===== config.mk =====
export PLATFORM = sky130hd
export DESIGN_NAME = key_debounce_event_generator_core
export DESIGN_NICKNAME = d
export VERILOG_FILES = /design/src/kdeg_pkg.sv /design/src/key_debounce_event_generator_core.sv /design/src/kdeg_key_filter.sv /design/src/kdeg_event_queue.sv
export SDC_FILE = /design/constraint.sdc
export NUM_CORES = 1
export LEC_CHECK = 0
export ABC_AREA = 0
export BUFFER_PORTS_ARGS = -buffer_cell sky130_fd_sc_hd__buf_2
export CAP_MARGIN = 20
export CORE_MARGIN = 10
export CORE_UTILIZATION = 70
export CTS_BUF_LIST = sky130_fd_sc_hd__clkbuf_2 sky130_fd_sc_hd__clkbuf_4 sky130_fd_sc_hd__clkbuf_8
export DETAILED_ROUTE_END_ITERATION = 12
export MAX_ROUTING_LAYER = met4
export PLACE_DENSITY = 0.92
export SETUP_SLACK_MARGIN = 0.05
export SYNTH_ARGS = -nofsm -noshare
export SYNTH_HDL_FRONTEND = slang
export SYNTH_SLANG_ARGS = --single-unit

===== constraint.sdc =====
create_clock -name clk_i -period 7.25 [get_ports clk_i]
set_input_delay 0.725 -clock clk_i [delete_from_list [all_inputs] [get_ports clk_i]]
set_output_delay 0.725 -clock clk_i [all_outputs]
set_load 0.01 [all_outputs]

===== src/kdeg_pkg.sv =====
// Shared types and constants of the key debounce event generator.
// Used by every module in src; has no dependencies of its own.
`default_nettype none

package kdeg_pkg;

  // Field and register widths
  localparam int unsigned LEVELS_W   = 4;
  localparam int unsigned FILTER_W   = 7;
  localparam int unsigned LONG_W     = 16;
  localparam int unsigned CNT_W      = 8;
  localparam int unsigned KEY_IDX_W  = 2;
  localparam int unsigned KIND_W     = 2;
  localparam int unsigned CFG_IDX_W  = 3;
  localparam int unsigned CFG_DATA_W = 16;

  // Keys that have a level bit and a long-press register
  localparam int unsigned LONG_REGS    = 4;
  localparam int unsigned NUM_KEYS_DEF = 4;

  // Reset values
  localparam logic [FILTER_W-1:0] FILTER_RESET = 7'd5;
  localparam logic [LONG_W-1:0]   LONG_RESET   = 16'd100;
  localparam logic [CNT_W-1:0]    CNT_RESET    = CNT_W'(FILTER_RESET / 2);

  // Event slots per key in the pending mask, in delivery order
  localparam int unsigned EV_SLOTS     = 3;
  localparam int unsigned SLOT_PRESS   = 0;
  localparam int unsigned SLOT_LONG    = 1;
  localparam int unsigned SLOT_RELEASE = 2;

  typedef enum logic [KIND_W-1:0] {
    EV_PRESS   = 2'd0,
    EV_RELEASE = 2'd1,
    EV_LONG    = 2'd2
  } event_kind_e;

  typedef enum logic [CFG_IDX_W-1:0] {
    REG_FILTER = 3'd0,
    REG_LONG0  = 3'd1,
    REG_LONG1  = 3'd2,
    REG_LONG2  = 3'd3,
    REG_LONG3  = 3'd4
  } cfg_reg_e;

  // Events raised by one key on one tick
  typedef struct packed {
    logic press;
    logic long_press;
    logic release_ev;
  } key_ev_t;

endpackage

`default_nettype wire


===== src/key_debounce_event_generator_core.sv =====
// Top level of the key debounce event generator: config registers, tick
// register, per-key filters and the event queue. Depends on kdeg_pkg,
// kdeg_key_filter and kdeg_event_queue.
//
// Usage:
//   Each request on the input channel (in_valid_i / in_stall_o) is one scan
//   tick with the pressed level of every key. The tick is held in an input
//   register; once the queue can take it, all key filters update at once
//   and the tick's events load into a pending mask. Events leave on the
//   output channel (out_valid_o / out_stall_i) one per cycle unless stalled,
//   in key order, press before long press, with last_event_o set on the
//   final one of a tick. With an idle queue the first event of a tick is
//   valid once the pending mask has loaded it from the input register.
//   A tick raises at most 8 events for four keys; a tick with no events
//   leaves the queue ready, so ticks can follow back to back. The queue
//   drain is the limiting unit. A stalled output holds its event; the
//   input register stalls only once it is full and the queue cannot take
//   its events.
//   Reset: filter time 5, every long time 100, debounce counts 2, all keys
//   released, hold counts 0, no pending events.
//   Config writes (cfg_we_i, cfg_index_i, cfg_wdata_i) take effect at once;
//   unknown indexes are ignored.
`default_nettype none

module key_debounce_event_generator_core #(
  parameter int unsigned NUM_KEYS = kdeg_pkg::NUM_KEYS_DEF
) (
  input  wire logic                             clk_i,
  input  wire logic                             rst_ni,
  input  wire logic                             cfg_we_i,
  input  wire logic [kdeg_pkg::CFG_IDX_W-1:0]   cfg_index_i,
  input  wire logic [kdeg_pkg::CFG_DATA_W-1:0]  cfg_wdata_i,
  input  wire logic                             in_valid_i,
  output logic                                  in_stall_o,
  input  wire logic [kdeg_pkg::LEVELS_W-1:0]    pressed_levels_i,
  output logic                                  out_valid_o,
  input  wire logic                             out_stall_i,
  output logic [kdeg_pkg::KEY_IDX_W-1:0]        key_index_o,
  output logic [kdeg_pkg::KIND_W-1:0]           event_kind_o,
  output logic                                  last_event_o
);

  localparam int unsigned MaskW = kdeg_pkg::EV_SLOTS * NUM_KEYS;

  logic [kdeg_pkg::FILTER_W-1:0] filter_q;
  logic [kdeg_pkg::LONG_W-1:0]   long_q [kdeg_pkg::LONG_REGS];
  logic                          in_valid_q;
  logic [kdeg_pkg::LEVELS_W-1:0] levels_q;
  logic                          q_ready;
  logic                          upd;
  logic [MaskW-1:0]              mask;

  // Hold configuration registers
  always_ff @(posedge clk_i or negedge rst_ni) begin
    if (!rst_ni) begin
      filter_q <= kdeg_pkg::FILTER_RESET;
      for (int i = 0; i < kdeg_pkg::LONG_REGS; i++) begin
        long_q[i] <= kdeg_pkg::LONG_RESET;
      end
    end else if (cfg_we_i) begin
      case (cfg_index_i)
        kdeg_pkg::REG_FILTER: filter_q  <= cfg_wdata_i[kdeg_pkg::FILTER_W-1:0];
        kdeg_pkg::REG_LONG0:  long_q[0] <= cfg_wdata_i;
        kdeg_pkg::REG_LONG1:  long_q[1] <= cfg_wdata_i;
        kdeg_pkg::REG_LONG2:  long_q[2] <= cfg_wdata_i;
        kdeg_pkg::REG_LONG3:  long_q[3] <= cfg_wdata_i;
        default: ;
      endcase
    end
  end

  // Input register: process the held tick when the queue can take it
  assign upd        = in_valid_q && q_ready;
  assign in_stall_o = in_valid_q && !q_ready;

  always_ff @(posedge clk_i or negedge rst_ni) begin
    if (!rst_ni) begin
      in_valid_q <= 1'b0;
    end else if (in_valid_i && !in_stall_o) begin
      in_valid_q <= 1'b1;
    end else if (upd) begin
      in_valid_q <= 1'b0;
    end
  end

  always_ff @(posedge clk_i) begin
    if (in_valid_i && !in_stall_o) begin
      levels_q <= pressed_levels_i;
    end
  end

  // One filter per key; keys without a level bit read released
  for (genvar k = 0; k < NUM_KEYS; k++) begin : g_key
    logic                        pressed;
    logic [kdeg_pkg::LONG_W-1:0] lt;
    kdeg_pkg::key_ev_t           ev;

    if (k < kdeg_pkg::LONG_REGS) begin : g_wired
      assign pressed = levels_q[k];
      assign lt      = long_q[k];
    end else begin : g_idle
      assign pressed = 1'b0;
      assign lt      = '0;
    end

    kdeg_key_filter u_filter (
      .clk_i     (clk_i),
      .rst_ni    (rst_ni),
      .upd_i     (upd),
      .pressed_i (pressed),
      .filter_i  (filter_q),
      .long_i    (lt),
      .ev_o      (ev)
    );

    assign mask[kdeg_pkg::EV_SLOTS*k + kdeg_pkg::SLOT_PRESS]   = ev.press;
    assign mask[kdeg_pkg::EV_SLOTS*k + kdeg_pkg::SLOT_LONG]    = ev.long_press;
    assign mask[kdeg_pkg::EV_SLOTS*k + kdeg_pkg::SLOT_RELEASE] = ev.release_ev;
  end

  kdeg_event_queue #(
    .NUM_KEYS (NUM_KEYS)
  ) u_queue (
    .clk_i        (clk_i),
    .rst_ni       (rst_ni),
    .load_i       (upd),
    .mask_i       (mask),
    .ready_o      (q_ready),
    .out_valid_o  (out_valid_o),
    .out_stall_i  (out_stall_i),
    .key_index_o  (key_index_o),
    .event_kind_o (event_kind_o),
    .last_event_o (last_event_o)
  );

endmodule

`default_nettype wire


===== src/kdeg_key_filter.sv =====
// Debounce counter, key state and hold counter of one key.
// Depends on kdeg_pkg.
`default_nettype none

module kdeg_key_filter (
  input  wire logic                           clk_i,
  input  wire logic                           rst_ni,
  input  wire logic                           upd_i,
  input  wire logic                           pressed_i,
  input  wire logic [kdeg_pkg::FILTER_W-1:0]  filter_i,
  input  wire logic [kdeg_pkg::LONG_W-1:0]    long_i,
  output kdeg_pkg::key_ev_t                   ev_o
);

  logic [kdeg_pkg::CNT_W-1:0]  cnt_q, cnt_d;
  logic                        down_q, down_d;
  logic [kdeg_pkg::LONG_W-1:0] hold_q, hold_d;
  logic [kdeg_pkg::CNT_W-1:0]  ft;
  logic [kdeg_pkg::CNT_W-1:0]  full;
  logic [kdeg_pkg::LONG_W-1:0] hold_inc;

  assign ft       = kdeg_pkg::CNT_W'(filter_i);
  assign full     = {filter_i, 1'b0};
  assign hold_inc = hold_q + 1'b1;

  // Work out next state and events of this tick
  always_comb begin
    cnt_d  = cnt_q;
    down_d = down_q;
    hold_d = hold_q;
    ev_o   = '0;
    if (pressed_i) begin
      if (cnt_q < ft) begin
        cnt_d = ft;
      end else if (cnt_q < full) begin
        cnt_d = cnt_q + 1'b1;
      end else begin
        if (!down_q) begin
          down_d   = 1'b1;
          ev_o.press = 1'b1;
        end
        if ((long_i != '0) && (hold_q < long_i)) begin
          hold_d = hold_inc;
          if (hold_inc == long_i) begin
            ev_o.long_press = 1'b1;
          end
        end
      end
    end else begin
      if (cnt_q > ft) begin
        cnt_d = ft;
      end else if (cnt_q != '0) begin
        cnt_d = cnt_q - 1'b1;
      end else if (down_q) begin
        down_d          = 1'b0;
        ev_o.release_ev = 1'b1;
      end
      hold_d = '0;
    end
    if (!upd_i) begin
      ev_o = '0;
    end
  end

  // Advance state on each processed tick
  always_ff @(posedge clk_i or negedge rst_ni) begin
    if (!rst_ni) begin
      cnt_q  <= kdeg_pkg::CNT_RESET;
      down_q <= 1'b0;
      hold_q <= '0;
    end else if (upd_i) begin
      cnt_q  <= cnt_d;
      down_q <= down_d;
      hold_q <= hold_d;
    end
  end

endmodule

`default_nettype wire


===== src/kdeg_event_queue.sv =====
// Pending event mask of one tick, drained lowest slot first, one per cycle unless stalled.
// Depends on kdeg_pkg.
`default_nettype none

module kdeg_event_queue #(
  parameter int unsigned NUM_KEYS = kdeg_pkg::NUM_KEYS_DEF
) (
  input  wire logic                                  clk_i,
  input  wire logic                                  rst_ni,
  input  wire logic                                  load_i,
  input  wire logic [kdeg_pkg::EV_SLOTS*NUM_KEYS-1:0] mask_i,
  output logic                                       ready_o,
  output logic                                       out_valid_o,
  input  wire logic                                  out_stall_i,
  output logic [kdeg_pkg::KEY_IDX_W-1:0]             key_index_o,
  output logic [kdeg_pkg::KIND_W-1:0]                event_kind_o,
  output logic                                       last_event_o
);

  localparam int unsigned MaskW = kdeg_pkg::EV_SLOTS * NUM_KEYS;

  logic [MaskW-1:0]      mask_q, mask_d;
  logic [MaskW-1:0]      low;
  logic                  fire;
  kdeg_pkg::event_kind_e kind;

  // Pick the lowest pending slot
  assign low          = mask_q & (~mask_q + 1'b1);
  assign out_valid_o  = (mask_q != '0);
  assign last_event_o = ((mask_q & ~low) == '0);
  assign fire         = out_valid_o && !out_stall_i;
  assign ready_o      = !out_valid_o || (fire && last_event_o);

  // Decode key and kind of the selected slot
  always_comb begin
    key_index_o = '0;
    kind        = kdeg_pkg::EV_PRESS;
    for (int k = 0; k < NUM_KEYS; k++) begin
      if (low[kdeg_pkg::EV_SLOTS*k + kdeg_pkg::SLOT_PRESS]) begin
        key_index_o = kdeg_pkg::KEY_IDX_W'(k);
        kind        = kdeg_pkg::EV_PRESS;
      end
      if (low[kdeg_pkg::EV_SLOTS*k + kdeg_pkg::SLOT_LONG]) begin
        key_index_o = kdeg_pkg::KEY_IDX_W'(k);
        kind        = kdeg_pkg::EV_LONG;
      end
      if (low[kdeg_pkg::EV_SLOTS*k + kdeg_pkg::SLOT_RELEASE]) begin
        key_index_o = kdeg_pkg::KEY_IDX_W'(k);
        kind        = kdeg_pkg::EV_RELEASE;
      end
    end
  end
  assign event_kind_o = kind;

  // Load a new tick, or drop the delivered event
  always_comb begin
    mask_d = mask_q;
    if (load_i) begin
      mask_d = mask_i;
    end else if (fire) begin
      mask_d = mask_q & ~low;
    end
  end

  always_ff @(posedge clk_i or negedge rst_ni) begin
    if (!rst_ni) begin
      mask_q <= '0;
    end else begin
      mask_q <= mask_d;
    end
  end

  // Exactly one slot is selected while an event is pending
  assert property (@(posedge clk_i) disable iff (!rst_ni)
    out_valid_o |-> $onehot(low))
    else $error("selected slot not one-hot");

  // A new tick never overwrites events still to be delivered
  assert property (@(posedge clk_i) disable iff (!rst_ni)
    (load_i && out_valid_o) |-> (fire && last_event_o))
    else $error("pending events overwritten");

  // A stalled event stays selected
  assert property (@(posedge clk_i) disable iff (!rst_ni)
    (out_valid_o && out_stall_i && !load_i) |=> (out_valid_o && $stable(low)))
    else $error("stalled event changed");

endmodule

`default_nettype wire


==> out/results.tsv, run 1 <==
metric	value	unit
fin_crit_sh	0.521	
fin_skew	0.0164	ns
ir_worst_vdd	0.232	mV
first_pass_iters	6	
critPathKind	reg -> reg	
nFillCells	1508	
dp_hpwl	29.6	mm
worst_path_largest_cell_delay	0.57	ns
wl_met1	16.0	mm
pwr-share-seq	0.349	
syn-instance-count	1716	
cts_tree	built	
area_growth	4.83	%
die_area	26900	um2
worst_ep_required_time	7.62	ns
path_buf_inv	1	
final_area	15200	um2
multi_input_area	9040	um2
crit_arrival	4.15	ns
slowest_stage	o311ai_4	
dr_wl_met3	3.85	mm
hold_viol_final	0	
wl_per_cell	20.8	um
num_io_pins	35	
synth-async-reset-ratio	0.979	
grt_pass1_vias	13000	
startpoint_type	flop	
placed_cell_area	14800	um2
grt_max_degree	111	
drt-total-wl	41.2	mm
fp.dieW	164	um
final_nets	1855	
status	completed	
rsz0062_at_grt	no	
die_h	164	um
layout.cells.most_common_list	nand2_1 (186), dfrtp_1 (166), o21ai_0 (160)	
cpLargestDelayFamily	compound AO/OA/AOI/OAI gates	
synthFlopType	dfrtp_1	
grt_pass1_wl	66.2	mm
gp_congestion	0.994	
synth_seq_cells	188	
fin_tns_setup	0	ns
critPathMaxFanout	16	
drc_errors	0	
insertion_delay	0.49	ns
seq_area_frac_synth	0.328	
drtIter0Drc	1347	
finalCriticalPeriod	3.78	ns
rows	52	
cts_resized	0	
route.met2.wl	18.8	mm
r2r_cells	10	
finalNonFillerCells	1981	
vias_per_cell	6.94	
reg2reg_slack	3.47	ns
ys_types	80	
synth_top_area_cell	dfrtp_1	
hp-class	in -> async	
cts_made_buffers	17	
endpoint_kind	flop	
synth.area.top_cells	dfrtp_1 (29%), ha_1 (11%), o21ai_0 (5.5%)	
internal_power	2.56	mW
coreArea	20300	um2
maxSlewHeadroom	0.372	
totalPowerFinal	4.86	mW
sw_frac_of_total	0.473	
grt-ovfl-total	0	
syn_nets	1873	
power_switching	2.30	mW
p_leak	6.62	nW
syn-cell-area	14500	um2
postCtsSetupBuffers	0	
antenna_found_initial	1	
maxCapViolCount	0	
tightest_slew	0.938	ns
cts_buffer_depth	2	
crit_chain	inv_1 > ha_1 > a21o_1 > a211oi_1 > nand3_1 > o21a_1 > or4_4 > o311ai_4 > nor3_1 > a211o_1	
ys_warn_count	0	
netlist.area_leader.share	0.287	
fmax	265	MHz
hold_buffers	0	
ant_nets	0	
final_util	0.748	
cts_root_buf	clkbuf_8	
drive_gt1_frac	0.0836	
synth_edf_count	4	
final_common_cell	nand2_1	
grt_usage	0.313	
cts_sinks	188	
synth_area_per_cell	8.45	um2
slew_violations	0	
port_buffers	34	
p_clk_frac	0.157	
dp_cells	1949	
start_util	0.714	
finalSetupViolations	0	
h-tree-depth	4	
regArea	4750	um2
vias	13700	
top_layer_used	met4	
power_density	320	nW/um2
clkSlewWorstSetupHoldPaths	0.10	ns
combPwrFrac	0.494	
cp.depth	10	
## per-layer routing
layer | vias to the layer above | GRT usage
met4 | 0 | 0.188
li1 | 6284 | -
met2 | 788 | 0.483
met1 | 6492 | 0.379
met5 | - | -
met3 | 179 | 0.0546
## through the flow
step / worst slack, ns / hold WS [ns]
after floorplan: 4.26 / 0.429
after global placement: 3.68 / 0.480
after detailed placement: 3.55 / 0.496
after CTS: 3.55 / 0.396
after global routing: 3.26 / 0.391
final: 3.47 / 0.363
## sequential cells by signal, summed over array words and instances (netlist names)
| signal | count |
|---|---|
| g_key.u_filter.cnt_q | 32 |
| levels_q | 4 |
| in_valid_q | 1 |
| g_key.u_filter.down_q | 4 |
| g_key.lt | 64 |
| filter_q | 7 |
| g_key.u_filter.hold_q | 64 |
| u_queue.mask_q | 12 |
## Yosys cell counts, drive strengths merged, types with 39 or more instances
cell type and instances:
a21oi 80, clkbuf 70, dfrtp 166, ha 129
inv 96, nand2 186, nand3 67, nor2 107
nor3 39, o21ai 173, o31ai 43, xnor2 65
## layout make-up
class	instances	area share
Multi-Input combinational cell	1347	0.595
Sequential cell	188	0.312
Inverter	96	0.0237
Tap cell	270	0.0222
Timing Repair Buffer	48	0.0187
Clock buffer	19	0.0168
Clock inverter	12	0.0109
Antenna cell	1	0.000165
## power by group through the flow
stage               Clock, mW  Combinational [mW]  Sequential (mW)
floorplan                   0                1.83             1.53
global placement            0                2.25             1.69
detailed placement          0                2.32             1.70
CTS                     0.764                2.35             1.68
global route            0.808                2.65             1.74
finish                  0.761                2.40             1.70
## kinds of logic after synthesis
family                     share of synthesized area
and+or+nand+nor                                0.201
AOI/OAI and AO/OA                              0.227
DFF                                            0.328
buffers and inverters                         0.0490
adders and majority gates                      0.113
xor gates and xnor gates                      0.0592
muxes                                         0.0242
## path summary, 6_finish.rpt
path                                          startpoint                    endpoint
worst min register to register  g_key[0].u_filter.down_q           u_queue.mask_q[0]
worst max-delay path                         filter_q[5]  g_key[1].u_filter.cnt_q[0]
max in group asynchronous                         rst_ni              g_key[1].lt[7]
worst max register to register               filter_q[5]  g_key[1].u_filter.cnt_q[0]
worst min-delay path                              rst_ni  g_key[0].u_filter.cnt_q[3]
min in group clk_i                   pressed_levels_i[2]                 levels_q[2]
No activity file was read; power rests on OpenSTA's default activity.
==> run 2: changes to the inputs <==
- ABC_AREA: 0 -> 1
- CORE_UTILIZATION: 70 -> 66
- PLACE_DENSITY: 0.92 -> 0.87
- clock period: 7.25 -> 3.6 ns (I/O delays scaled with it)
==> out/results.tsv, run 2 <==
metric	value	unit
status	completed	
hp-class	in -> reg	
synth_top_area_cell	dfrtp_1	
h-tree-depth	4	
synth_seq_cells	188	
grt_pass1_wl	64.3	mm
timing.hold.ws	0.0374	ns
final_common_cell	nand2_1	
hold_viol_final	0	
synth_common_cells	nand2_1 (626), inv_1 (209), nor2_1 (185)	
synth_edf_count	4	
min_from	pressed_levels_i[3]	
antenna_cells	0	
gp_congestion	0.982	
cts_sinks	188	
totalPowerFinal	10.4	mW
dp_hpwl	29.2	mm
coreArea	21800	um2
final_util	0.709	
port_buffers	34	
rsz0062_at_grt	no	
antenna_found_initial	1	
start_util	0.671	
hold_path_depth	1	
crit_arrival	3.36	ns
cts_buffer_depth	2	
critPathKind	reg -> reg	
ir_worst_vdd	0.772	mV
power_density	672	nW/um2
ant_nets	0	
tightest_slew	1.05	ns
ys_types	49	
ys_warn_count	0	
maxCapViolCount	0	
synth.area.top_cells	dfrtp_1 (28%), nand2_1 (16%), ha_1 (11%)	
synth-async-reset-ratio	0.979	
fmax	336	MHz
cts_root_buf	clkbuf_8	
layout.cells.most_common_list	nand2_1 (626), inv_1 (209), nor2_1 (185)	
grt_max_degree	75	
fp.dieW	169	um
cts_resized	0	
rows	54	
vias_per_cell	6.01	
cts_tree	built	
worst_ep_required_time	3.98	ns
endpoint_kind	flop	
insertion_delay	0.49	ns
dp_cells	2338	
area_growth	5.52	%
grt-ovfl-total	0	
fin_tns_setup	0	ns
die_h	169	um
critical_path.startpoint	filter_q[2]	
cts_made_buffers	17	
die_area	28600	um2
yosysMostFrequentCell	nand2_1	
syn-cell-area	14700	um2
synth_area_per_cell	7.09	um2
finalCriticalPeriod	2.98	ns
reg2reg_from	filter_q[2]	
drt-total-wl	39.3	mm
p_leak	7.46	nW
fin_skew	0.0200	ns
final_nets	2238	
netlist.area_leader.share	0.283	
synthFlopType	dfrtp_1	
wl_per_cell	16.5	um
clkSlewWorstSetupHoldPaths	0.11	ns
maxSlewHeadroom	0.299	
finalNonFillerCells	2374	
slew_violations	0	
syn_nets	2225	
critPathMaxFanout	12	
finalSetupViolations	0	
vias	14300	
grt_pass1_vias	13200	
num_io_pins	35	
drive_gt1_frac	0.0721	
first_pass_iters	7	
drc_errors	0	
seq_area_frac_synth	0.324	
fin_crit_sh	0.827	
startpoint_type	flop	
syn-instance-count	2068	
grt_usage	0.277	
r2r_cells	15	
drtIter0Drc	1604	
## run 2: cell types whose count changed after synthesis, moves of 25 or more
cell	delta
o31ai_1	-42
nand2_1	+440
o21ai_2	+32
xnor2_1	-50
nor2_1	+78
and3_1	-25
inv_1	+113
clkbuf_1	-34
a22o_1	-30
nand3_1	+92
## run 2: final timing paths
check	slack [ns]	to
setup / recovery	0.62	g_key[0].u_filter.cnt_q[0]
hold / removal	0.04	levels_q[3]
setup reg to reg	0.62	g_key[0].u_filter.cnt_q[0]
hold reg to reg	0.50	filter_q[1]
max in group asynchronous	2.16	g_key[1].u_filter.cnt_q[1]
min in group asynchronous	0.40	g_key[2].u_filter.hold_q[7]
## run 2: logic make-up after synthesis
logic type | Yosys count | synth area share
and+or+nand+nor | 1081 | 0.311
adders and majority gates | 129 | 0.110
xor gates and xnor gates | 64 | 0.0458
muxes | 1 | 0.000683
DFF | 188 | 0.324
AOI/OAI and AO/OA | 344 | 0.137
buffers and inverters | 261 | 0.0714
## run 2: power breakdown
part / switching (mW) / internal, mW / total (mW)
sequential: 0.671 / 2.60 / 3.27
clock: 0.875 / 0.656 / 1.53
combinational: 3.70 / 1.89 / 5.58
total: 5.24 / 5.15 / 10.4
## run 2: what timing repair did
item	in CTS	in global routing
hold buffers	1	0
endpoints found under the hold margin	66	0
setup buffers	0	0
## run 2: per-layer routing
metal,track usage,wire length [um],vias to the layer above,share of wire
met1,0.369,17200,6702,0.44
met5,-,0,-,0
li1,-,-,6880,-
met4,0.102,1250,0,0.032
met3,0.0354,2880,94,0.073
met2,0.428,17900,587,0.46
## run 2: critical path: stages (launching register included)
cell	delay, ns
dfstp_2	0.60
inv_1	0.20
ha_1	0.34
nand2_1	0.04
inv_1	0.07
o21ai_0	0.08
nand2_1	0.06
nand2_1	0.05
nand2_1	0.21
nand2_1	0.11
nand3_1	0.09
nand2_1	0.07
nor2_1	0.53
inv_1	0.24
nand2_1	0.11
o21ai_0	0.07
## run 2: metrics by stage
step	setup WS, ns	area (um2)
detailed placement	0.691	15000
floorplan	1.21	14700
CTS	0.689	15400
global placement	0.760	15000
finish	0.623	15500
global route	0.349	15500
## run 2: area by class of cell
cell class              instances  area [um2]
inverters                     209         785
clock buffers                  18         241
well taps                     280         350
multi-input cells            1619        8860
clock inverters                14         173
repair buffers                 46         307
flip-flops and latches        188        4750
fillers                      1789        6360
==> run 3: changes to the inputs <==
- ABC_AREA: 1 -> 0
- clock period: 3.6 -> 3.03 ns (I/O delays scaled with it)
==> out/results.tsv, run 3 (synthesis results as in run 1) <==
metric	value	unit
coreArea	21700	um2
finalNonFillerCells	2094	
timing.hold.ws	0.00505	ns
startpoint_type	flop	
drt-total-wl	42.0	mm
area_growth	11.8	%
drtIter0Drc	1725	
power_density	784	nW/um2
fin_skew	0.0246	ns
pwr-share-seq	0.301	
die_area	28300	um2
holdPathEnd	in_valid_q	
drive_gt1_frac	0.155	
worst_ep_required_time	3.42	ns
antenna_found_initial	0	
hold_viol_final	0	
setup_ws	-0.0792	ns
tightest_slew	0.869	ns
insertion_delay	0.51	ns
rsz0062_at_grt	yes	
h-tree-depth	4	
fin_crit_sh	1.03	
internal_power	6.77	mW
vias_per_cell	6.70	
wl_per_cell	20.0	um
dp_cells	2043	
totalPowerFinal	12.7	mW
clkSlewWorstSetupHoldPaths	0.09	ns
cts_sinks	188	
port_buffers	34	
status	finished, violations left	
final_common_cell	nand2_1	
sw_frac_of_total	0.468	
min_from	in_valid_i	
hold_path_depth	2	
fp.dieW	168	um
r2r-end	g_key[1].u_filter.cnt_q[0]	
fmax	322	MHz
hp-class	in -> reg	
gp_congestion	1.02	
grt_pass1_vias	13200	
reg2reg_from	filter_q[2]	
grt_usage	0.294	
placed_cell_area	15400	um2
antenna_cells	0	
final_area	16200	um2
start_util	0.668	
cts_made_buffers	17	
maxCapViolCount	0	
p_clk_frac	0.140	
layout.cells.most_common_list	nand2_1 (182), dfrtp_1 (165), o21ai_0 (156)	
violations	negative setup slack	
ir_worst_vdd	0.532	mV
critPathMaxFanout	7	
cts_tree	built	
p_leak	7.16	nW
final_nets	1958	
finalSetupViolations	6	
endpoint_kind	flop	
dp_hpwl	30.4	mm
finalCriticalPeriod	3.11	ns
cts_root_buf	clkbuf_8	
rows	54	
slew_violations	0	
vias	14000	
ant_nets	0	
combPwrFrac	0.559	
maxSlewHeadroom	0.419	
grt-ovfl-total	0	
first_pass_iters	6	
critPathKind	reg -> reg	
crit_arrival	3.50	ns
power_switching	5.95	mW
num_io_pins	35	
die_h	168	um
cts_buffer_depth	2	
reg2reg_slack	-0.08	ns
grt_pass1_wl	67.2	mm
drc_errors	0	
grt_max_degree	76	
r2r_cells	10	
## run 3: cell type report
type / count / area (um2)
repair buffers: 150 / 1100
well taps: 280 / 350
fillers: 1549 / 5480
clock buffers: 19 / 262
clock inverters: 13 / 145
flip-flops and latches: 188 / 4750
multi-input cells: 1348 / 9240
inverters: 96 / 364
## run 3: worst max path at each step
stage	startpoint	end
after global routing	filter_q[2]	g_key[1].u_filter.cnt_q[0]
after global placement	filter_q[6]	g_key[2].u_filter.hold_q[2]
after floorplan	filter_q[2]	g_key[1].u_filter.cnt_q[0]
after detailed placement	filter_q[2]	g_key[2].u_filter.hold_q[10]
after CTS	u_queue.mask_q[4]	g_key[2].u_filter.cnt_q[7]
final	filter_q[2]	g_key[1].u_filter.cnt_q[0]
## run 3: metal layers
layer | part of all wire | GRT usage | vias up
met5 | 0 | - | -
met4 | 0.044 | 0.142 | 0
met3 | 0.077 | 0.0438 | 145
met2 | 0.47 | 0.456 | 670
met1 | 0.41 | 0.372 | 6709
li1 | - | - | 6505
## run 3: power groups by stage
stage	Sequential, mW	Clock (mW)	Combinational (mW)
5_1_grt	3.90	1.89	7.80
3_3_place_gp	3.81	0	6.16
6_report	3.82	1.78	7.11
4_1_cts	3.78	1.78	6.47
2_1_floorplan	3.65	0	4.39
3_5_place_dp	3.83	0	6.40
## run 3: stage by stage
| stage | TNS, ns | utilization | setup WS (ns) |
|---|---|---|---|
| final | -0.195 | 0.747 | -0.0792 |
| after global routing | -1.31 | 0.747 | -0.155 |
| after CTS | 0 | 0.733 | 0.0585 |
| after detailed placement | 0 | 0.711 | 0.00568 |
| after global placement | 0 | 0.711 | 0.139 |
| after floorplan | 0 | - | 0.0921 |
## run 3: worst max-delay path: stages, from the launching register on
cell,delay (ns)
dfstp_2,0.57
clkinvlp_4,0.19
ha_4,0.27
a21oi_2,0.11
a21o_1,0.15
nand3_2,0.13
o21a_1,0.23
or4_4,0.57
o311ai_4,0.43
nor2_1,0.08
a211o_1,0.28
## run 3: what timing repair did
| action | CTS | global route |
|---|---|---|
| cloned | 0 | 2 |
| endpoints found under the setup margin | 12 | 69 |
| setup buffers | 0 | 12 |
| resized for setup | 2 | 48 |
| hold buffers | 5 | 0 |
| hold endpoints to repair | 70 | 0 |
| pin swaps | 1 | 17 |
